==> src/hdl/pip_pkg.sv <==
// Shared types and constants for the point-in-polygon crossing block.
// Used by pip_front, pip_queue, pip_back and point_in_polygon_crossing.
// No dependencies.
package pip_pkg;

  // Coordinate, ray and count widths fixed by the payload fields
  localparam int unsigned COORD_W = 24;
  localparam int unsigned RAY_W   = 23;
  localparam int unsigned CNT_W   = 7;

  // Ray length after reset: 10.0 in unsigned Q7.16
  localparam logic [RAY_W-1:0] RAY_RESET = RAY_W'(655360);

  // Default depth of the edge queue between front and back
  localparam int unsigned QUEUE_DEPTH = 4;

  // Input item
  typedef struct packed {
    logic signed [COORD_W-1:0] point_u;
    logic signed [COORD_W-1:0] point_v;
    logic signed [COORD_W-1:0] vertex_u;
    logic signed [COORD_W-1:0] vertex_v;
    logic                      last_vertex;
  } pip_in_t;

  // Result item
  typedef struct packed {
    logic             inside_res;
    logic [CNT_W-1:0] crossing_count;
  } pip_out_t;

  // One polygon edge, from (cu,cv) to (nu,nv)
  typedef struct packed {
    logic signed [COORD_W-1:0] cu;
    logic signed [COORD_W-1:0] cv;
    logic signed [COORD_W-1:0] nu;
    logic signed [COORD_W-1:0] nv;
  } pip_edge_t;

  // Queue entry: the work of one input item
  typedef struct packed {
    logic                      first;   // opens a polygon, count restarts
    logic                      a_vld;   // edge from previous vertex is present
    logic                      last;    // closing edge present, result due
    logic signed [COORD_W-1:0] qu;
    logic signed [COORD_W-1:0] qv;
    pip_edge_t                 ea;      // previous -> current vertex
    pip_edge_t                 eb;      // current -> first vertex
  } pip_entry_t;

endpackage

==> src/hdl/pip_front.sv <==
// Front end: accepts vertex items, tracks polygon state, forms edge entries.
// Depends on pip_pkg.
module pip_front (
  input  logic                clk_i,
  input  logic                rst_ni,
  input  logic                in_valid_i,
  output logic                in_ready_o,
  input  pip_pkg::pip_in_t    in_data_i,
  output logic                push_o,
  output pip_pkg::pip_entry_t entry_o,
  input  logic                full_i
);

  logic                              awaiting_q, awaiting_d;
  logic signed [pip_pkg::COORD_W-1:0] first_u_q, first_v_q;
  logic signed [pip_pkg::COORD_W-1:0] prev_u_q, prev_v_q;
  logic signed [pip_pkg::COORD_W-1:0] query_u_q, query_v_q;
  logic                              xfer;

  assign in_ready_o = !full_i;
  assign xfer       = in_valid_i && in_ready_o;
  assign push_o     = xfer;

  // Entry built from the item and the stored polygon state
  always_comb begin
    entry_o       = '0;
    entry_o.first = awaiting_q;
    entry_o.a_vld = !awaiting_q;
    entry_o.last  = in_data_i.last_vertex;
    entry_o.qu    = awaiting_q ? in_data_i.point_u : query_u_q;
    entry_o.qv    = awaiting_q ? in_data_i.point_v : query_v_q;
    entry_o.ea.cu = prev_u_q;
    entry_o.ea.cv = prev_v_q;
    entry_o.ea.nu = in_data_i.vertex_u;
    entry_o.ea.nv = in_data_i.vertex_v;
    entry_o.eb.cu = in_data_i.vertex_u;
    entry_o.eb.cv = in_data_i.vertex_v;
    entry_o.eb.nu = awaiting_q ? in_data_i.vertex_u : first_u_q;
    entry_o.eb.nv = awaiting_q ? in_data_i.vertex_v : first_v_q;
  end

  // A last vertex closes the polygon; the next item opens a new one
  always_comb begin
    awaiting_d = awaiting_q;
    if (xfer) begin
      awaiting_d = in_data_i.last_vertex;
    end
  end

  always_ff @(posedge clk_i or negedge rst_ni) begin
    if (!rst_ni) begin
      awaiting_q <= 1'b1;
    end else begin
      awaiting_q <= awaiting_d;
    end
  end

  // Vertex and query point storage
  always_ff @(posedge clk_i) begin
    if (xfer) begin
      prev_u_q <= in_data_i.vertex_u;
      prev_v_q <= in_data_i.vertex_v;
      if (awaiting_q) begin
        first_u_q <= in_data_i.vertex_u;
        first_v_q <= in_data_i.vertex_v;
        query_u_q <= in_data_i.point_u;
        query_v_q <= in_data_i.point_v;
      end
    end
  end

endmodule

==> config.mk <==
export PLATFORM = sky130hd
export DESIGN_NAME = pip_front
export DESIGN_NICKNAME = d
export VERILOG_FILES = /design/src/hdl/pip_pkg.sv /design/src/hdl/pip_front.sv
export SDC_FILE = /design/constraint.sdc
export NUM_CORES = 1
export LEC_CHECK = 0
export ABC_CLOCK_PERIOD_IN_PS = 11000
export BUFFER_PORTS_ARGS = -buffer_cell sky130_fd_sc_hd__buf_2
export CAP_MARGIN = 20
export CORE_AREA = 2 2 135 137
export CTS_CLUSTER_DIAMETER = 200
export CTS_CLUSTER_SIZE = 12
export DETAILED_ROUTE_END_ITERATION = 8
export DIE_AREA = 0 0 137 139
export GPL_TIMING_DRIVEN = 0
export PLACE_DENSITY = 0.7
export SLEW_MARGIN = 20
export SYNTH_ARGS = -nofsm -noshare
export SYNTH_HDL_FRONTEND = slang
export SYNTH_SLANG_ARGS = --single-unit
export TNS_END_PERCENT = 30
==> constraint.sdc <==
create_clock -name clk_i -period 11 [get_ports clk_i]
set_clock_uncertainty 0.1 [all_clocks]
set_input_delay 2.2 -clock clk_i [delete_from_list [all_inputs] [get_ports clk_i]]
set_output_delay 2.2 -clock clk_i [all_outputs]
set_load 0.02 [all_outputs]
After elaboration in Yosys (flattened, before gate mapping)
Cells that the tools add are included.
{ "totals": {"in_bits": 101, "reg_bits": 145} }
{ "op_classes": {"n_reduce_logical": 3, "mux": 4} }
{ "ops": {"columns": ["op", "count"], "rows": [
  ["24-bit two-way mux", 4],
  ["1-bit logical NOT", 2],
  ["1-bit logical AND", 1]
]} }

Longest topological paths before layout
Gate-level depths: netlist (run 1).
{ "logic_depth": {"depth_word": 2, "depth_mapped": 4, "mapped_depth_nobuf": 2} }

Worst setup path before layout (run 1)
OpenSTA, ideal clock, no wires.
{ "synth_timing": {"kind": "input -> output", "start": "input full_i", "end": "output push_o", "slack_ns": -0.188, "arrival_time_ns": 8.888, "cell_stages": 1, "required_ns": 8.700, "path_cell_list": "nor2b_1"} }
{ "synth_via": {"elab_chain_len": 2} }
{ "synth_lines": {"columns": ["element", "line", "source"], "rows": [
  ["start: declaration", "pip_front.sv:11", "input logic full_i"],
  ["1-bit logical NOT", "pip_front.sv:20", "assign in_ready_o = !full_i;"],
  ["1-bit logical AND", "pip_front.sv:21", "assign xfer = in_valid_i && in_ready_o;"],
  ["end: declaration", "pip_front.sv:9", "output logic push_o,"]
]} }
No other way between the ends.

Final worst setup path (run 1)
Ends and elaborated chain as after synthesis.

==> flow_metrics.py, run 1 <==
metrics = {
    "global_routing": {
        "grt_max_degree": 28,
        "grt_usage_pct": 14.8,
        "antenna_found_initial": 0,
        "overflow": 0,
        "grt_pass1_wl_um": 21400,
        "grt_pass1_vias": 3875,
    },
    "detailed_routing": {
        "drtPass1Iterations": 4,
        "final_antenna_net_count": 0,
        "num_vias": 4067,
        "drt_iter0_drc": 183,
        "wire_per_inst_um": 15.4,
        "vias_per_cell": 4.22,
        "postRouteWirelength_um": 14900,
        "drc_errors": 0,
    },
    "critical_path": {
        "r2r-end": "first_v_q[16]$_DFFE_PP_",
        "r2r_start": "awaiting_q$_DFFE_PN1P_",
        "r2r_cells": 3,
        "crit_arrival_ps": 3320,
        "crit_path_end_kind": "primary output",
        "r2r_slack_ps": 9240,
        "crit_fanout": 25,
        "cp-start-kind": "input port",
        "path_class": "input port to primary output",
        "crit_required_ps": 8700,
    },
    "timing": {
        "maxSlewHeadroom_pct": 56.3,
        "finalSetupTns_ps": 0,
        "tightest_slew_ps": 654,
        "min_period_ps": 5620,
        "rsz0062_at_grt": "false",
        "hold_violations": 0,
        "finalSetupViolCount": 0,
        "max_freq_ghz": 0.178,
        "layout_setup_ws_ps": 5380,
        "slew_viol_final": 0,
        "fin_crit_sh_pct": 51.1,
        "whs_ps": 464,
    },
    "clock_network": {
        "clk_latency_ps": 400,
        "cts_tree": "yes",
        "hold_buffers": 0,
        "postCtsSetupRepairBufs": 0,
        "htree_levels": 4,
        "cts.sinks": 145,
        "cts_buffer_depth": 2,
        "cts_resized": 0,
        "cts_root_buffer": "clkbuf_16",
        "cts-buffers-inserted": 17,
        "path_clk_slew_ps": 60,
    },
    "synth": {
        "synth_area_leader_cell": "edfxtp_1",
        "async_flop_share_pct": 0.690,
        "synth.most_common_cell": "edfxtp_1",
        "ys_types": 9,
        "synth_edf_count": 144,
        "post_synth.cell_area_avg_um2": 17.9,
        "ys_warn_count": 0,
        "synth_top_area_share_pct": 68.2,
        "syn_inst": 354,
        "synth_common_cells": "edfxtp_1, buf_4, mux2_2, mux2_4, buf_2",
        "ys_ff_latch": 145,
        "syn-cell-area_um2": 6340,
        "syn_nets": 455,
        "ys_seq_area_share_pct": 68.6,
        "ys.flop_type": "edfxtp_1",
        "synth_area_leaders": "edfxtp_1, mux2_2, buf_4",
    },
    "die": {
        "dieArea_um2": 19000,
        "ios": 346,
        "die_x_um": 137,
        "row_count": 49,
        "die_h_um": 139,
        "start_util_pct": 35.9,
        "coreArea_um2": 17700,
    },
    "placed_design": {
        "gp_congestion": 0.738,
        "placed_cell_area_um2": 8470,
        "io_buffers": 345,
        "dpl.hpwl_um": 11000,
        "dp_slack_ps": 5350,
    },
    "pwr": {
        "peakVddDrop_mv": 0.103,
        "finalPower_mw": 1.58,
        "leakage_nw": 4.03,
        "power.density_nw_per_um2": 175,
    },
    "final_layout": {
        "finalNetCount": 824,
        "drive_gt1_share_pct": 79.9,
        "regArea_um2": 4350,
        "fillers": 1528,
        "fin_area_um2": 9040,
        "synthToLayoutAreaGrowth_pct": 42.5,
        "multiInputGateArea_um2": 1170,
        "antennaDiodeCount": 0,
    },
    "status": {
        "status": "complete, no violations",
    },
    "hold_path": {
        "hold_path.class": "register to register",
        "min_from": "query_u_q[12]$_DFFE_PP_",
        "holdPathEnd": "query_u_q[12]$_DFFE_PP_",
        "hold_depth": 1,
    },
    "flow_run": {
        "cap_violations": 0,
    },
}
[layout make-up]
type                       count  share of cell area (%)
buffer                       109                    9.03
timing repair buffer         350                    20.3
sequential                   145                    48.1
inverter                       2                  0.0831
tap                          229                    3.17
clock inverter                13                    1.54
clock buffer                  18                    4.75
multi-input combinational     98                    13.0
[sequential cells by signal, indices dropped and copies added (netlist names)]
signal      flops
first_u_q      24
query_u_q      24
first_v_q      24
prev_v_q       24
prev_u_q       24
awaiting_q      1
query_v_q      24
[routing by layer]
metal | vias up | routed length (µm) | global-route usage [%]
li1 | 1956 | - | -
met1 | 1920 | 6110 | 17.6
met2 | 182 | 7420 | 25.5
met3 | 9 | 1180 | 4.68
met4 | 0 | 170 | 4.67
met5 | - | 0 | 0
[critical path, cell delays in order]
cell,delay [ps]
buf_2,120
nor2b_4,530
buf_12,270
buf_2,190
[kinds of logic (layout without fill, tap and decap cells)]
kind of cell | after synthesis | after routing | synth area share, %
DFF | 145 | 145 | 68.6
buffers and inverters | 111 | 492 | 13.0
muxes | 97 | 97 | 18.3
and+or+nand+nor | 1 | 1 | 0.0987
[where the power goes]
| part | internal [mW] | switching, mW | total [mW] |
|---|---|---|---|
| Sequential | 0.656 | 0.00791 | 0.664 |
| Combinational | 0.151 | 0.207 | 0.358 |
| Clock | 0.333 | 0.225 | 0.558 |
| Total | 1.14 | 0.440 | 1.58 |
[worst max-delay path by stage]
stage	endpoint	cells after the start	slack [ps]	startpoint
4_1_cts	push_o	4	5360	full_i
5_1_grt	push_o	4	5300	full_i
3_3_place_gp	push_o	3	380	in_valid_i
2_1_floorplan	push_o	1	2670	in_valid_i
6_report	push_o	4	5380	full_i
3_5_place_dp	push_o	4	5350	full_i
[placed cells by master (no fill, tap or decap)]
master        n
edfxtp_1    144
clkbuf_16    17
inv_1         2
buf_4        98
clkinv_1      1
dfstp_2       1
buf_12        4
buf_2       352
mux2_2       79
clkinv_4      2
clkinv_2      2
clkbuf_1      1
mux2_4       18
buf_6         4
buf_16        1
nor2b_4       1
clkinvlp_4    4
inv_6         2
bufinv_16     2
[per-stage QoR]
step	cells	util (%)
floorplan	354	-
global placement	928	47.3
detailed placement	933	48.0
CTS	964	51.2
global route	964	51.2
finish	964	51.2
No activity file was read; power rests on OpenSTA's default activity.
==> inputs of run 2 (changes only) <==
- ABC_CLOCK_PERIOD_IN_PS: 11000 -> 4650
- clock period: 11 -> 4.65 ns (I/O delays scaled with it)
==> run 2 against run 1 <==
Net effect: first-iteration DRC count is 7.7% lower; critical path depth is the same; count of clock-buffer cells in the layout grew 2; largest cell class unchanged.
==> flow_metrics.py, run 2 (synthesis gave the netlist of run 1 again) <==
metrics = {
    "critical_path": {
        "r2r_cells": 4,
        "crit_path_end_kind": "primary output",
        "crit_required_ps": 3620,
        "crit_arrival_ps": 1980,
        "cp_num_cells": 4,
        "critical_path.top_delay_family": "buffers and inverters",
        "crit_top_cell": "buf_2",
        "critPathLaunch": "in_valid_i",
        "cp-endpoint": "push_o",
        "cp_cell_sequence": "buf_2 -> nor2b_4 -> buf_16 -> buf_2",
        "slowest_delay_ps": 510,
        "r2r-end": "first_u_q[4]$_DFFE_PP_",
        "critPathSlowestCell": "nor2b_4",
        "crit_fanout": 25,
        "r2r_slack_ps": 2910,
        "path_class": "input port to primary output",
        "r2r_start": "awaiting_q$_DFFE_PN1P_",
        "cp-start-kind": "input port",
        "critPathBufInv": 3,
    },
    "detailed_routing": {
        "postRouteWirelength_um": 14400,
        "vias_per_cell": 4.22,
        "num_vias": 4083,
        "drtPass1Iterations": 4,
        "drc_errors": 0,
        "final_antenna_net_count": 0,
        "wire_per_inst_um": 14.9,
        "drt_iter0_drc": 169,
    },
    "final_layout": {
        "synthToLayoutAreaGrowth_pct": 43.9,
        "final_common_cell": "buf_2",
        "drive_gt1_share_pct": 79.8,
        "final_cell_mix": "buf_2, edfxtp_1, buf_4",
        "final_util_pct": 51.7,
        "finalNetCount": 825,
    },
    "clock_network": {
        "postCtsSetupRepairBufs": 0,
        "cts.sinks": 145,
        "clk_latency_ps": 410,
        "path_clk_slew_ps": 60,
        "cts_buffer_depth": 2,
        "htree_levels": 4,
        "cts_resized": 0,
        "cts-buffers-inserted": 17,
        "cts_tree": "yes",
        "cts_root_buffer": "clkbuf_16",
        "hold_buffers": 0,
    },
    "pwr": {
        "power.density_nw_per_um2": 422,
        "peakVddDrop_mv": 0.231,
        "leakage_nw": 4.07,
    },
    "global_routing": {
        "antenna_found_initial": 1,
        "overflow": 0,
        "grt_usage_pct": 14.5,
        "grt_pass1_wl_um": 21000,
        "grt_pass1_vias": 3854,
        "grt_max_degree": 29,
    },
    "placed_design": {
        "gp_congestion": 0.732,
        "io_buffers": 345,
        "dpl.hpwl_um": 11000,
    },
    "hold_path": {
        "hold_path.class": "input port to async pin",
    },
    "timing": {
        "finalSetupTns_ps": 0,
        "max_freq_ghz": 0.332,
        "min_period_ps": 3010,
        "hold_violations": 0,
        "fin_crit_sh_pct": 64.8,
        "tightest_slew_ps": 572,
        "finalSetupViolCount": 0,
        "rsz0062_at_grt": "false",
        "slew_viol_final": 0,
        "maxSlewHeadroom_pct": 61.8,
    },
    "die": {
        "dieArea_um2": 19000,
        "die_x_um": 137,
        "coreArea_um2": 17700,
        "die_h_um": 139,
        "row_count": 49,
        "ios": 346,
        "start_util_pct": 35.9,
    },
    "flow_run": {
        "cap_violations": 0,
    },
    "status": {
        "status": "complete, no violations",
    },
}
[run 2: cell count changes in the layout (fill, tap and decap cells not counted), sizes merged, moves of 2 or more]
cell,previous run,this run
clkbuf,18,20
bufinv,2,4
clkinv,5,3
clkinvlp,4,2
[run 2: worst min path at each step]
stage | endpoint | cells past startpoint
floorplan | first_u_q[10]$_DFFE_PP_ | 1
global placement | first_u_q[5]$_DFFE_PP_ | 1
detailed placement | first_u_q[7]$_DFFE_PP_ | 1
CTS | awaiting_q$_DFFE_PN1P_ | 1
global route | awaiting_q$_DFFE_PN1P_ | 1
finish | awaiting_q$_DFFE_PN1P_ | 1
[run 2: area by class of cell]
type                    instances  area [µm²]
plain buffers                 109         816
flip-flops and latches        145        4350
clock inverters                12         180
repair buffers                351        1870
clock buffers                  20         437
multi-input cells              98        1170
well taps                     229         287
diodes                          1        2.50
inverters                       2        7.51
fillers                      1495        8530
[run 2: stage by stage]
step	cell area, µm²	hold slack, ps	setup slack (ps)	cells	power [mW]
6_report	9120	341	1640	967	3.85
5_1_grt	9120	323	1570	966	4.00
2_1_floorplan	6350	497	454	354	2.16
3_5_place_dp	8500	447	1640	934	2.46
4_1_cts	9120	318	1590	966	3.90
3_3_place_gp	8360	446	-980	928	2.44
[run 2: metal layers]
layer  wire (µm)  share of wire (%)  track usage, %  vias to the layer above
met3        1190                8.3            5.01                       17
li1            -                  -               -                     1961
met4         239                1.7            5.43                        0
met2        7210                 50            24.6                      181
met1        5770                 40            16.8                     1924
met5           0                  0               0                        -
[run 2: where the power goes]
part	switching [mW]	internal, mW
clock	0.530	0.902
combinational	0.487	0.359
sequential	0.0188	1.55
