[config.mk]
export PLATFORM = sky130hd
export DESIGN_NAME = pip_queue
export DESIGN_NICKNAME = d
export VERILOG_FILES = /design/src/hdl/pip_pkg.sv /design/src/hdl/pip_queue.sv
export SDC_FILE = /design/constraint.sdc
export NUM_CORES = 1
export LEC_CHECK = 0
export BUFFER_PORTS_ARGS = -buffer_cell sky130_fd_sc_hd__buf_2
export CAP_MARGIN = 20
export CORE_MARGIN = 3
export CORE_UTILIZATION = 51
export DETAILED_ROUTE_END_ITERATION = 12
export PLACE_DENSITY = 0.74
export SETUP_SLACK_MARGIN = 0.1
export SYNTH_ARGS = -nofsm -noshare
export SYNTH_HDL_FRONTEND = slang
export SYNTH_SLANG_ARGS = --single-unit
[constraint.sdc]
create_clock -name clk_i -period 11 [get_ports clk_i]
set_input_delay 1.1 -clock clk_i [delete_from_list [all_inputs] [get_ports clk_i]]
set_output_delay 1.1 -clock clk_i [all_outputs]
set_load 0.02 [all_outputs]
[src/hdl/pip_pkg.sv]
// Shared types and constants for the point-in-polygon crossing block.
// Used by pip_front, pip_queue, pip_back and point_in_polygon_crossing.
// No dependencies.
package pip_pkg;

  // Coordinate, ray and count widths fixed by the payload fields
  localparam int unsigned COORD_W = 24;
  localparam int unsigned RAY_W   = 23;
  localparam int unsigned CNT_W   = 7;

  // Ray length after reset: 10.0 in unsigned Q7.16
  localparam logic [RAY_W-1:0] RAY_RESET = RAY_W'(655360);

  // Default depth of the edge queue between front and back
  localparam int unsigned QUEUE_DEPTH = 4;

  // Input item
  typedef struct packed {
    logic signed [COORD_W-1:0] point_u;
    logic signed [COORD_W-1:0] point_v;
    logic signed [COORD_W-1:0] vertex_u;
    logic signed [COORD_W-1:0] vertex_v;
    logic                      last_vertex;
  } pip_in_t;

  // Result item
  typedef struct packed {
    logic             inside_res;
    logic [CNT_W-1:0] crossing_count;
  } pip_out_t;

  // One polygon edge, from (cu,cv) to (nu,nv)
  typedef struct packed {
    logic signed [COORD_W-1:0] cu;
    logic signed [COORD_W-1:0] cv;
    logic signed [COORD_W-1:0] nu;
    logic signed [COORD_W-1:0] nv;
  } pip_edge_t;

  // Queue entry: the work of one input item
  typedef struct packed {
    logic                      first;   // opens a polygon, count restarts
    logic                      a_vld;   // edge from previous vertex is present
    logic                      last;    // closing edge present, result due
    logic signed [COORD_W-1:0] qu;
    logic signed [COORD_W-1:0] qv;
    pip_edge_t                 ea;      // previous -> current vertex
    pip_edge_t                 eb;      // current -> first vertex
  } pip_entry_t;

endpackage

[src/hdl/pip_queue.sv]
// Short FIFO of edge entries between front and back.
// Depends on pip_pkg.
module pip_queue #(
  parameter int unsigned DEPTH = pip_pkg::QUEUE_DEPTH
) (
  input  logic                clk_i,
  input  logic                rst_ni,
  input  logic                push_i,
  input  pip_pkg::pip_entry_t push_data_i,
  output logic                full_o,
  output logic                valid_o,
  output pip_pkg::pip_entry_t data_o,
  input  logic                pop_i
);

  localparam int unsigned PTR_W = (DEPTH > 1) ? $clog2(DEPTH) : 1;
  localparam int unsigned CNT_W = $clog2(DEPTH + 1);
  localparam logic [PTR_W-1:0] LAST_PTR = PTR_W'(DEPTH - 1);

  pip_pkg::pip_entry_t mem_q [DEPTH];
  logic [PTR_W-1:0]    wptr_q, wptr_d, rptr_q, rptr_d;
  logic [CNT_W-1:0]    cnt_q, cnt_d;
  logic                do_push, do_pop;

  assign full_o  = (cnt_q == CNT_W'(DEPTH));
  assign valid_o = (cnt_q != '0);
  assign data_o  = mem_q[rptr_q];
  assign do_push = push_i && !full_o;
  assign do_pop  = pop_i && valid_o;

  // Pointer and fill count update
  always_comb begin
    wptr_d = wptr_q;
    rptr_d = rptr_q;
    cnt_d  = cnt_q;
    if (do_push) begin
      wptr_d = (wptr_q == LAST_PTR) ? '0 : wptr_q + PTR_W'(1);
    end
    if (do_pop) begin
      rptr_d = (rptr_q == LAST_PTR) ? '0 : rptr_q + PTR_W'(1);
    end
    if (do_push && !do_pop) begin
      cnt_d = cnt_q + CNT_W'(1);
    end else if (do_pop && !do_push) begin
      cnt_d = cnt_q - CNT_W'(1);
    end
  end

  always_ff @(posedge clk_i or negedge rst_ni) begin
    if (!rst_ni) begin
      wptr_q <= '0;
      rptr_q <= '0;
      cnt_q  <= '0;
    end else begin
      wptr_q <= wptr_d;
      rptr_q <= rptr_d;
      cnt_q  <= cnt_d;
    end
  end

  // Storage
  always_ff @(posedge clk_i) begin
    if (do_push) begin
      mem_q[wptr_q] <= push_data_i;
    end
  end

endmodule

[After elaboration in Yosys (flattened, before gate mapping)]
Memory sizes are Yosys's and may differ from the RTL's.
Cells that the tools add are included.
Storage, ports and cells
  memory bits (read-only): 0
  flip-flop bits (word level): 7
  logic and storage cells: 26
  bits in latches: 0
  bits in writable memories: 972
  memories: 1
Memories
  mem_q: words 4, bits a word 243, read ports 1, clocked after Yosys merged registers in 0, wr ports 1, line pip_queue.sv:20  | pip_pkg::pip_entry_t mem_q [DEPTH];
Operators by class
  bitwise gates (word level): 0
  muxes and demuxes: 6
  reductions and logical operators: 9
  $add $sub $neg: 4
  multiply operators: 0
  order comparisons: 0
  shifts and indexed selects: 0
  divide/modulo/power cells: 0
  equality and inequality tests: 3
Operators with widths (number)
  $mux 3: 2
  $add 2x1->2 const B: 2
  $eq 2x2->1 const B: 2
  $logic_and 1x1->1: 4
  $mux 2: 2
  $add 3x1->3 const B: 1
  $eq 3x3->1 const B: 1
  $logic_not 1->1: 3
  $reduce_bool 3->1: 1
  $sub 3x1->3 const B: 1
  $mux 1: 2
  $reduce_bool 2->1: 1

[Longest topological paths before layout]
Gate-level depths: netlist of run 1.
  word-level depth: 7
  depth in mapped cells: 8
  gate-level depth less buffers: 8

[Worst setup path after synthesis of run 1]
OpenSTA, ideal clock, no wires.
  kind: input to register
  start: in push_i
  end: mem mem_q[3][0] in the netlist's numbering, enable pin
  path slack: -1.173 ns
  path buffers: 0
  library setup time: 0.857 ns
  arrival time: 11.316 ns
  stages on the path: 2
  data required time: 10.143 ns
  cell sequence: nand2_1 nor2_1
On the way
  word-level cells in the longest chain between the ends: 3
RTL lines
  from (decl): line pip_queue.sv:8  | input logic push_i,
  $logic_and 1x1->1: line pip_queue.sv:28  | assign do_push = push_i && !full_o;
  $mux 1: line pip_queue.sv:63  | if (do_push) begin
  $mux 1 (not written as such): line pip_queue.sv:64  | mem_q[wptr_q] <= push_data_i;
  to (decl): line pip_queue.sv:20
Every way passes these cells.

==> metrics.csv, run 1 <==
stage,metric,value,unit
sta,RSZ-0062 raised after global routing,false,
floorplanning,Core ar.,67990,um2
sta,Final Hold Vio Count,0,
sta,clk_skew,0.02399,ns
global_route,met3 Track Usage GR,5.637,%
logic_synthesis,"Cell Area, Synth",35410,um2
floorplanning,Die ar.,72630,um2
layout,fin cells,2884,
clock_tree,CTS Hold Bufs,0,
detailed_routing,via count,16060,
sta,setup ws final,5.838,ns
global_route,Total GRT Usage,19.65,%
setup_path,CP max FO,47,
sta,Worst Max-Slew Pin Slew,1.100,ns
global_route,first-pass GRT wire length,107900,um
global_route,largest net degree at the start of global routing,140,
detailed_routing,Post-Route WL,70850,um
clock_tree,worst skew pair latency,0.63,ns
clock_tree,Max H-tree Level,3,
layout,layout cells sized above 1,46.70,%
clock_tree,clk buf depth,3,
logic_synthesis,syn nets,1560,
detailed_routing,WL/cell,24.57,um
sta,Min Hold Slack,0.2879,ns
setup_path,WP data arrival,4.06,ns
global_route,met1 GRT Util,25.78,%
worst_hold_path,Hold Crit Class,in2async,
sta,TNS Setup,0,ns
setup_path,startpoint types,flip-flop,
setup_path,CP Class,reg2out,
power,VDD IR max,0.0002062,V
detailed_routing,Antenna Violating Nets Remaining,0,
global_route,GRT Max-Usage Layer,met2,
setup_path,endpoint type of the worst setup path,output port,
clock_tree,Worst-path clk slew,0.06,ns
sta,clock period minus worst slack,5.162,ns
logic_synthesis,Yosys top cell by area,edfxtp_1,
place,dpl cells,2683,
logic_synthesis,Yosys cell types,20,
clock_tree,# clock sinks,979,
place,Port Buffers,491,
sta,Max Slew Vio Count,0,
floorplanning,DIE WIDTH,269.5,um
layout,# fillers,4558,
detailed_routing,vias per cell,5.567,
clock_tree,setup bufs post-CTS,0,
global_route,initial antenna violation count,27,
flow_run,# Max-Cap Violations,0,
power,P per Cell Area,287.8,nW/um2
floorplanning,Die Ht,269.5,um
logic_synthesis,post-synth top area share,82.43,%
logic_synthesis,Synth Area per Inst,27.11,um2
floorplanning,Ports,492,
floorplanning,Site Rows,95,
layout,area grow syn2layout,19.14,%
place,GPL Wtd Cong,0.7609,
sta,Relative slew margins,26.67,%
logic_synthesis,cells after synthesis,1306,
detailed_routing,DRT Pass-1 Iters,5,
clock_tree,# resized after CTS,0,
sta,final setup fails,0,
place,post-DP HPWL,42270,um
floorplanning,starting density of the core,52.08,%
sta,Final period util,46.93,%
detailed_routing,DRC Markers,0,
detailed_routing,Iter 0 DRT Violations,1380,
clock_tree,CTS root buf,clkbuf_16,
place,Setup WS pre-CTS,6.284,ns
setup_path,WP data required,9.90,ns
global_route,met2 usage,32.23,%
outcome,status,completed,
global_route,grt ovf,0,
power,leak pwr,14.26,nW
global_route,vias in the first global route,16900,
logic_synthesis,"FF+latch count, synth",979,
clock_tree,CTS Buf Count,96,
layout,final net count,2114,
logic_synthesis,largest cells by area after synthesis,"edfxtp_1, mux4_2, dfrtp_1",
clock_tree,CTS tree,built,
logic_synthesis,Synth warnings,0,
sta,f_max,193.7,MHz
logic_synthesis,"Seq/Total Area, Yosys",82.92,%
-- final timing paths --
path | end | startpoint | slack, ns | depth (start not counted)
worst max-delay path | data_o[58] | rptr_q[0] | 5.84 | 4
worst min-delay path | wptr_q[1] | rst_ni | 0.29 | 1
worst max register to register | mem_q[0][101] | cnt_q[2] | 6.97 | 5
worst min register to register | cnt_q[2] | cnt_q[2] | 0.49 | 1
max in group asynchronous | rptr_q[0] | rst_ni | 10.53 | 1
min in group clk_i | cnt_q[2] | cnt_q[2] | 0.49 | 1
-- critical path, stage by stage, from the launching register on --
cell and delay, ns:
dfrtp_4 0.98, buf_4 0.69, buf_4 0.81, mux4_2 0.63
buf_2 0.18
-- Yosys cell counts --
library cell and instances:
buf_1 2, fa_1 1, nor2_1 4, mux2_2 5, nand2_1 2, buf_2 29, buf_4 11, mux4_2 243
edfxtp_1 972, inv_1 3, nor3b_1 1, buf_6 6, ha_1 6, clkbuf_1 6, and2_1 3, or3_1 1
nor2b_1 1, dfrtp_1 7, xnor2_1 1, xor2_1 2
-- stage by stage --
step | util (%) | total power, mW | cell area [um2]
CTS | 61.97 | 12.32 | 42140
global route | 62.01 | 12.67 | 42160
detailed placement | 57.19 | 8.996 | 38890
finish | 62.05 | 12.14 | 42190
global placement | 57.19 | 8.938 | 38890
floorplan | - | 7.898 | 35410
-- cell type report --
class / count / area [um2] / area share, %
sequential: 979 / 29370 / 69.62
timing repair buffer: 510 / 2625 / 6.222
tap: 921 / 1152 / 2.731
antenna: 21 / 52.55 / 0.1246
clock buffer: 111 / 2480 / 5.878
clock inverter: 69 / 769.5 / 1.824
inverter: 3 / 11.26 / 0.02669
multi-input combinational: 270 / 5727 / 13.57
-- registers in the layout (all words and copies together), names as in the netlist --
| register | cells |
|---|---|
| mem_q | 972 |
| cnt_q | 3 |
| wptr_q | 2 |
| rptr_q | 2 |
-- kinds of logic after synthesis --
family	synth area share (%)
XOR/XNOR	0.07421
buffers and inverters	0.9505
flip-flops	82.92
adder cells (fa/ha/maj)	0.2685
multiplexers	15.61
AND/OR/NAND/NOR	0.1732
-- where the power goes --
group / switching (mW) / internal (mW)
registers: 0.240 / 4.93
clock network: 1.35 / 1.94
logic: 2.26 / 1.43
total: 3.85 / 8.30
-- cell usage in the layout, fill, tap and decap left out, types with 4 or more instances in the layout --
cell and n:
inv_6 4, buf_2 491, clkinv_1 23, mux4_2 243
buf_4 17, clkbuf_16 97, diode_2 21, dfrtp_1 5
clkbuf_1 14, mux2_2 5, ha_1 6, clkinv_2 20
edfxtp_1 972, bufinv_16 13
-- per-layer routing --
metal	share of wire, %	up-vias
li1	-	6851
met1	38	8459
met2	51	596
met3	8.2	129
met4	2.5	20
met5	0.18	-
Note: power is estimated with default switching activity, not from simulation.
==> inputs of run 2 (changes only) <==
- CORE_UTILIZATION: 51 -> 57
- PLACE_DENSITY: 0.74 -> 0.78
- clock period: 11 -> 5.3 ns (I/O delays scaled with it)
==> run 2 against run 1 <==
Compared with the run above:
- clock-buffer cell count up 5
- critical path depth down 1
- die area down 10%
==> metrics.csv, run 2 (synthesized netlist as in run 1, its figures left out) <==
stage,metric,value,unit,change
place,GPL Wtd Cong,0.7506,,-1.4%
clock_tree,worst skew pair latency,0.63,ns,about the same
power,P per Cell Area,598.9,nW/um2,+110%
floorplanning,Die Ht,255.3,um,-5.3%
place,Setup WS pre-CTS,2.242,ns,-4.042 ns
setup_path,WP data required,4.77,ns,-5.13 ns
sta,final setup fails,0,,unchanged
detailed_routing,DRC Markers,0,,unchanged
sta,Max Slew Vio Count,0,,unchanged
sta,TNS Setup,0,ns,unchanged
global_route,initial antenna violation count,38,,+41%
global_route,grt ovf,0,,unchanged
floorplanning,Ports,492,,unchanged
setup_path,flop-to-flop setup slack,2.53,ns,-4.44 ns
setup_path,cells along the critical path,buf_12 -> mux4_2 -> buf_2,,
layout,largest register by flop count,mem_q,,
clock_tree,setup bufs post-CTS,0,,unchanged
detailed_routing,WL/cell,26.28,um,+7.0%
sta,RSZ-0062 raised after global routing,false,,
clock_tree,Worst-path clk slew,0.06,ns,about the same
clock_tree,CTS tree,built,,
outcome,status,completed,,
clock_tree,# clock sinks,979,,unchanged
clock_tree,CTS root buf,clkbuf_16,,
clock_tree,CTS Buf Count,93,,-3.1%
place,post-DP HPWL,42980,um,+1.7%
power,Seq pwr share,42.5,%,about the same
power,Clock Power Share,26.7,%,-0.4 points
layout,biggest registers after layout,"mem_q: 972 flops, cnt_q: 3 flops",,
power,Pwr Total,25.23,mW,+110%
worst_hold_path,hold endpoint,mem_q[1][230],,
worst_hold_path,Hold Crit Class,in2reg,,
layout,fin util,69.14,%,+7.1 points
sta,Worst Max-Slew Pin Slew,1.068,ns,-0.03207 ns
floorplanning,Die ar.,65150,um2,-10%
setup_path,critical path's slowest cell,dfrtp_4,,
flow_run,# Max-Cap Violations,0,,unchanged
floorplanning,Core ar.,60920,um2,-10%
power,VDD IR max,0.0004286,V,+110%
detailed_routing,Iter 0 DRT Violations,1155,,-16%
place,Port Buffers,491,,unchanged
detailed_routing,DRT Pass-1 Iters,5,,unchanged
detailed_routing,vias per cell,5.800,,+4.2%
clock_tree,clk buf depth,3,,unchanged
power,leak pwr,14.24,nW,-0.12%
worst_hold_path,min-delay src,push_data_i[230],,
detailed_routing,via count,16190,,+0.87%
sta,Final period util,68.11,%,
worst_hold_path,hold path cells,1,,
setup_path,WP data arrival,3.08,ns,-0.98 ns
setup_path,reg2reg end,mem_q[1][21],,
detailed_routing,Antenna Violating Nets Remaining,0,,unchanged
global_route,first-pass GRT wire length,108300,um,+0.35%
setup_path,CP Class,reg2out,,
global_route,vias in the first global route,17090,,+1.2%
sta,setup ws final,1.690,ns,-4.147 ns
power,Comb pwr share,30.8,%,+0.4 points
setup_path,endpoint type of the worst setup path,output port,,
clock_tree,Max H-tree Level,3,,unchanged
detailed_routing,Post-Route WL,73380,um,+3.6%
sta,clk_skew,0.02416,ns,+0.0001733 ns
layout,layout cells sized above 1,46.38,%,-0.32 points
sta,Final Hold Vio Count,0,,unchanged
setup_path,CP max FO,66,,+40%
sta,Relative slew margins,28.81,%,+2.1 points
setup_path,reg2reg start,cnt_q[2],,
layout,max FFs per register,972,,unchanged
floorplanning,DIE WIDTH,255.3,um,-5.3%
layout,highest-count cells in the layout ignoring fill and taps,"edfxtp_1, buf_2, mux4_2",,
power,Internal Power,17.24,mW,+110%
sta,clock period minus worst slack,3.610,ns,
power,Switching Fraction,31.66,%,about the same
sta,f_max,277.0,MHz,
setup_path,startpoint types,flip-flop,,
layout,"most common cell after layout, fill and taps aside",edfxtp_1,,
setup_path,cells on worst reg2reg path,5,,unchanged
layout,final net count,2113,,-0.047%
global_route,Total GRT Usage,22.59,%,+2.9 points
floorplanning,starting density of the core,58.13,%,+6.0 points
layout,area grow syn2layout,18.94,%,
floorplanning,Site Rows,90,,-5.3%
setup_path,Max stage delay on crit path,1.06,ns,+0.08 ns
global_route,largest net degree at the start of global routing,163,,+16%
power,Switch Pwr,7.987,mW,+110%
-- run 2: cell count changes in the layout (fill, tap and decap cells not counted), moves of 2 or more --
cell | before | now
buf_12 | 2 | 11
buf_4 | 17 | 9
clkbuf_1 | 14 | 21
clkbuf_16 | 97 | 95
clkinv_1 | 23 | 17
clkinv_16 | 3 | 1
clkinv_2 | 20 | 13
diode_2 | 21 | 30
inv_6 | 4 | 1
-- run 2: worst max-delay path by stage --
stage / from / to / slack (ns)
final: rptr_q[0] / data_o[162] / 1.69
after global routing: rptr_q[0] / data_o[162] / 1.43
after CTS: rptr_q[0] / data_o[139] / 1.55
after detailed placement: rptr_q[0] / data_o[162] / 2.24
after global placement: rptr_q[0] / data_o[162] / 2.25
after floorplan: cnt_q[2] / mem_q[3][0] / 0.60
-- run 2: repair_timing --
item                                    4_1_cts  5_1_grt
endpoints found under the setup margin        0        0
hold buffers                                  1        0
endpoints found under the hold margin         7        0
resized for setup                             0        0
-- run 2: per-layer routing --
layer,vias up,global-route usage [%],part of all wire [%],wire (um)
met5,-,0,0.22,158
met2,663,37.25,52,38300
met4,22,8.698,2.6,1901
met3,123,6.879,8.6,6327
li1,6844,-,-,-
met1,8542,28.74,36,26700
-- run 2: worst max-delay path: cells and delay by family, from the launching register on --
kind / cells / cell delay, ns
buf+inv: 2 / 0.71
flops: 1 / 1.06
mux: 1 / 0.62
-- run 2: power by group through the flow --
stage                     logic (mW)  clock network [mW]  registers, mW
after floorplan                 5.44                   0           10.7
after global placement          7.82                   0           10.8
after detailed placement        7.84                   0           10.9
after CTS                       7.91                6.86           10.7
after global routing            8.23                7.16           10.9
final                           7.77                6.74           10.7
-- run 2: final cells by class --
cell class | instances | area, um2
repair buffers | 512 | 2755
flip-flops and latches | 979 | 29370
clock buffers | 116 | 2456
multi-input cells | 270 | 5727
inverters | 3 | 11.26
clock inverters | 54 | 686.9
fillers | 3531 | 18800
well taps | 828 | 1036
diodes | 30 | 75.07
-- run 2: per-stage QoR --
stage / cells / instance area, um2 / hold slack (ns)
after detailed placement: 2591 / 38890 / 0.3761
after CTS: 2762 / 42040 / 0.04925
final: 2792 / 42120 / 0.1026
after global placement: 2591 / 38890 / 0.3690
after floorplan: 1306 / 35420 / 0.2344
after global routing: 2782 / 42090 / 0.07699
==> inputs of run 3 (changes only) <==
- CORE_UTILIZATION: 57 -> 51
- PLACE_DENSITY: 0.78 -> 0.74
- clock period: 5.3 -> 3.2 ns (I/O delays scaled with it)
==> run 3 against run 2 <==
Compared with the run above:
- die area rose by 11%
- sequential cell count did not move
- global-route usage fell by 1.3 points
- critical path depth rose by 1
- total power rose by 67%
- worst setup slack got worse by 1.4 ns
- final area rose by 6.7%
- clock power rose by 63%
- critical endpoint is now data_o[4]
- largest cell class unchanged
- largest power group unchanged
- highest routed layer unchanged
==> metrics.csv, run 3 (synthesized netlist as in run 1, its figures left out) <==
stage,metric,value,unit,change
outcome,status,completed,,
setup_path,CP Buf/Inv Count,3,,+1
global_route,largest net degree at the start of global routing,98,,-40%
floorplanning,starting density of the core,52.08,%,-6.0 points
place,GPL Wtd Cong,0.7610,,+1.4%
floorplanning,Core ar.,67990,um2,+12%
clock_tree,CTS root buf,clkbuf_16,,
sta,Min Hold Slack,0.1006,ns,-0.001971 ns
setup_path,endpoint type of the worst setup path,output port,,
global_route,Total GRT Usage,21.29,%,-1.3 points
floorplanning,Ports,492,,unchanged
layout,area grow syn2layout,26.89,%,
setup_path,CP Class,reg2out,,
sta,Relative slew margins,54.18,%,+25 points
global_route,initial antenna violation count,8,,-79%
sta,Worst Max-Slew Pin Slew,0.6873,ns,-0.3806 ns
layout,"most common cell after layout, fill and taps aside",edfxtp_1,,
detailed_routing,DRT Pass-1 Iters,5,,unchanged
sta,f_max,340.6,MHz,
global_route,grt ovf,0,,unchanged
clock_tree,worst skew pair latency,0.65,ns,+0.02 ns
setup_path,cells along the critical path,buf_12 -> buf_4 -> mux4_2 -> buf_2,,
clock_tree,Worst-path clk slew,0.06,ns,about the same
detailed_routing,Post-Route WL,76270,um,+3.9%
setup_path,startpoint types,flip-flop,,
detailed_routing,vias per cell,5.467,,-5.7%
sta,final setup fails,0,,unchanged
detailed_routing,via count,17120,,+5.7%
setup_path,WP data required,2.88,ns,-1.89 ns
sta,Final Hold Vio Count,0,,unchanged
sta,clock period minus worst slack,2.936,ns,
place,post-DP HPWL,44860,um,+4.4%
setup_path,CP max FO,23,,-65%
layout,final net count,2381,,+13%
setup_path,CP top delay family,buffers and inverters,,
clock_tree,# resized after CTS,0,,unchanged
floorplanning,Die ar.,72630,um2,+11%
clock_tree,Max H-tree Level,3,,unchanged
place,Port Buffers,491,,unchanged
power,P per Cell Area,939.3,nW/um2,+57%
setup_path,Max stage delay on crit path,0.63,ns,-0.43 ns
flow_run,# Max-Cap Violations,0,,unchanged
power,VDD IR max,0.0007302,V,+70%
global_route,first-pass GRT wire length,117600,um,+8.6%
layout,layout cells sized above 1,41.90,%,-4.5 points
clock_tree,clk buf depth,3,,unchanged
worst_hold_path,Hold Crit Class,in2async,,
power,leak pwr,15.42,nW,+8.3%
sta,Max Slew Vio Count,0,,unchanged
setup_path,WP data arrival,2.62,ns,-0.46 ns
detailed_routing,Antenna Violating Nets Remaining,0,,unchanged
sta,clk_skew,0.03514,ns,+0.01098 ns
setup_path,flop-to-flop setup slack,0.84,ns,-1.69 ns
floorplanning,Site Rows,95,,+5.6%
clock_tree,# clock sinks,979,,unchanged
sta,RSZ-0062 raised after global routing,false,,
sta,Final period util,91.75,%,
clock_tree,CTS tree,built,,
layout,# fillers,4248,,+20%
layout,highest-count cells in the layout ignoring fill and taps,"edfxtp_1, buf_2, dlygate4sd3_1",,
detailed_routing,DRC Markers,0,,unchanged
floorplanning,Die Ht,269.5,um,+5.6%
clock_tree,CTS Buf Count,97,,+4.3%
power,Pwr Total,42.21,mW,+67%
layout,biggest registers after layout,"mem_q: 972 flops, cnt_q: 3 flops",,
floorplanning,DIE WIDTH,269.5,um,+5.6%
setup_path,critical path's slowest cell,dfrtp_4,,
layout,max FFs per register,972,,unchanged
detailed_routing,Iter 0 DRT Violations,1514,,+31%
global_route,vias in the first global route,18780,,+9.9%
clock_tree,setup bufs post-CTS,0,,unchanged
detailed_routing,WL/cell,24.35,um,-7.3%
layout,largest register by flop count,mem_q,,
==> run 3: worst reg2reg max path: cells and delay by family, from the launching register on <==
| kind | cells | cell delay, ns |
|---|---|---|
| simple gates | 3 | 1.15 |
| buf+inv | 1 | 0.46 |
| flops | 1 | 0.40 |
==> run 3: final cells by class <==
type | count | area, um2 | share of cell area (%)
inverters | 3 | 11.26 | 0.02506
clock inverters | 57 | 548.0 | 1.220
flip-flops and latches | 979 | 29370 | 65.37
clock buffers | 120 | 2566 | 5.711
well taps | 921 | 1152 | 2.565
multi-input cells | 270 | 5737 | 12.77
repair buffers | 776 | 5533 | 12.31
diodes | 6 | 15.01 | 0.03342
==> run 3: final timing paths <==
kind / start / to / cells past startpoint
worst max-delay path: rptr_q[0] / data_o[4] / 4
worst min-delay path: rst_ni / cnt_q[2] / 2
worst max register to register: cnt_q[2] / mem_q[0][113] / 4
worst min register to register: cnt_q[2] / cnt_q[2] / 1
max in group asynchronous: rst_ni / rptr_q[1] / 2
min in group clk_i: pop_i / rptr_q[1] / 3
==> run 3: metal layers <==
layer  share of wire, %  wire length (um)  vias to the layer above  GRT usage (%)
li1                   -                 -                     7350              -
met1                 37             28370                     8965          27.11
met2                 53             40170                      660          36.35
met3                7.1              5385                      143          5.405
met4                3.0              2316                        4          6.823
met5              0.030                23                        -              0
==> run 3: repair_timing <==
action                                 4_1_cts  5_1_grt
setup endpoints to repair                    0        0
hold buffers                               244        0
endpoints found under the hold margin      979        0
==> run 3: stage by stage <==
stage / setup slack, ns / std cells / setup TNS, ns / instance area (um2) / utilization [%]
finish: 0.2640 / 3132 / 0 / 44930 / 66.09
global route: 0.1082 / 3128 / 0 / 44920 / 66.07
CTS: 0.1838 / 3126 / 0 / 44920 / 66.07
detailed placement: 0.7964 / 2705 / 0 / 39360 / 57.89
global placement: 0.8831 / 2705 / 0 / 39360 / 57.89
floorplan: -1.443 / 1306 / -350.71 / 35440 / -
==> run 3: report_power, final <==
group          switching (mW)  internal (mW)
Combinational            8.16           5.50
Clock                    4.67           6.30
Sequential              0.691           16.9
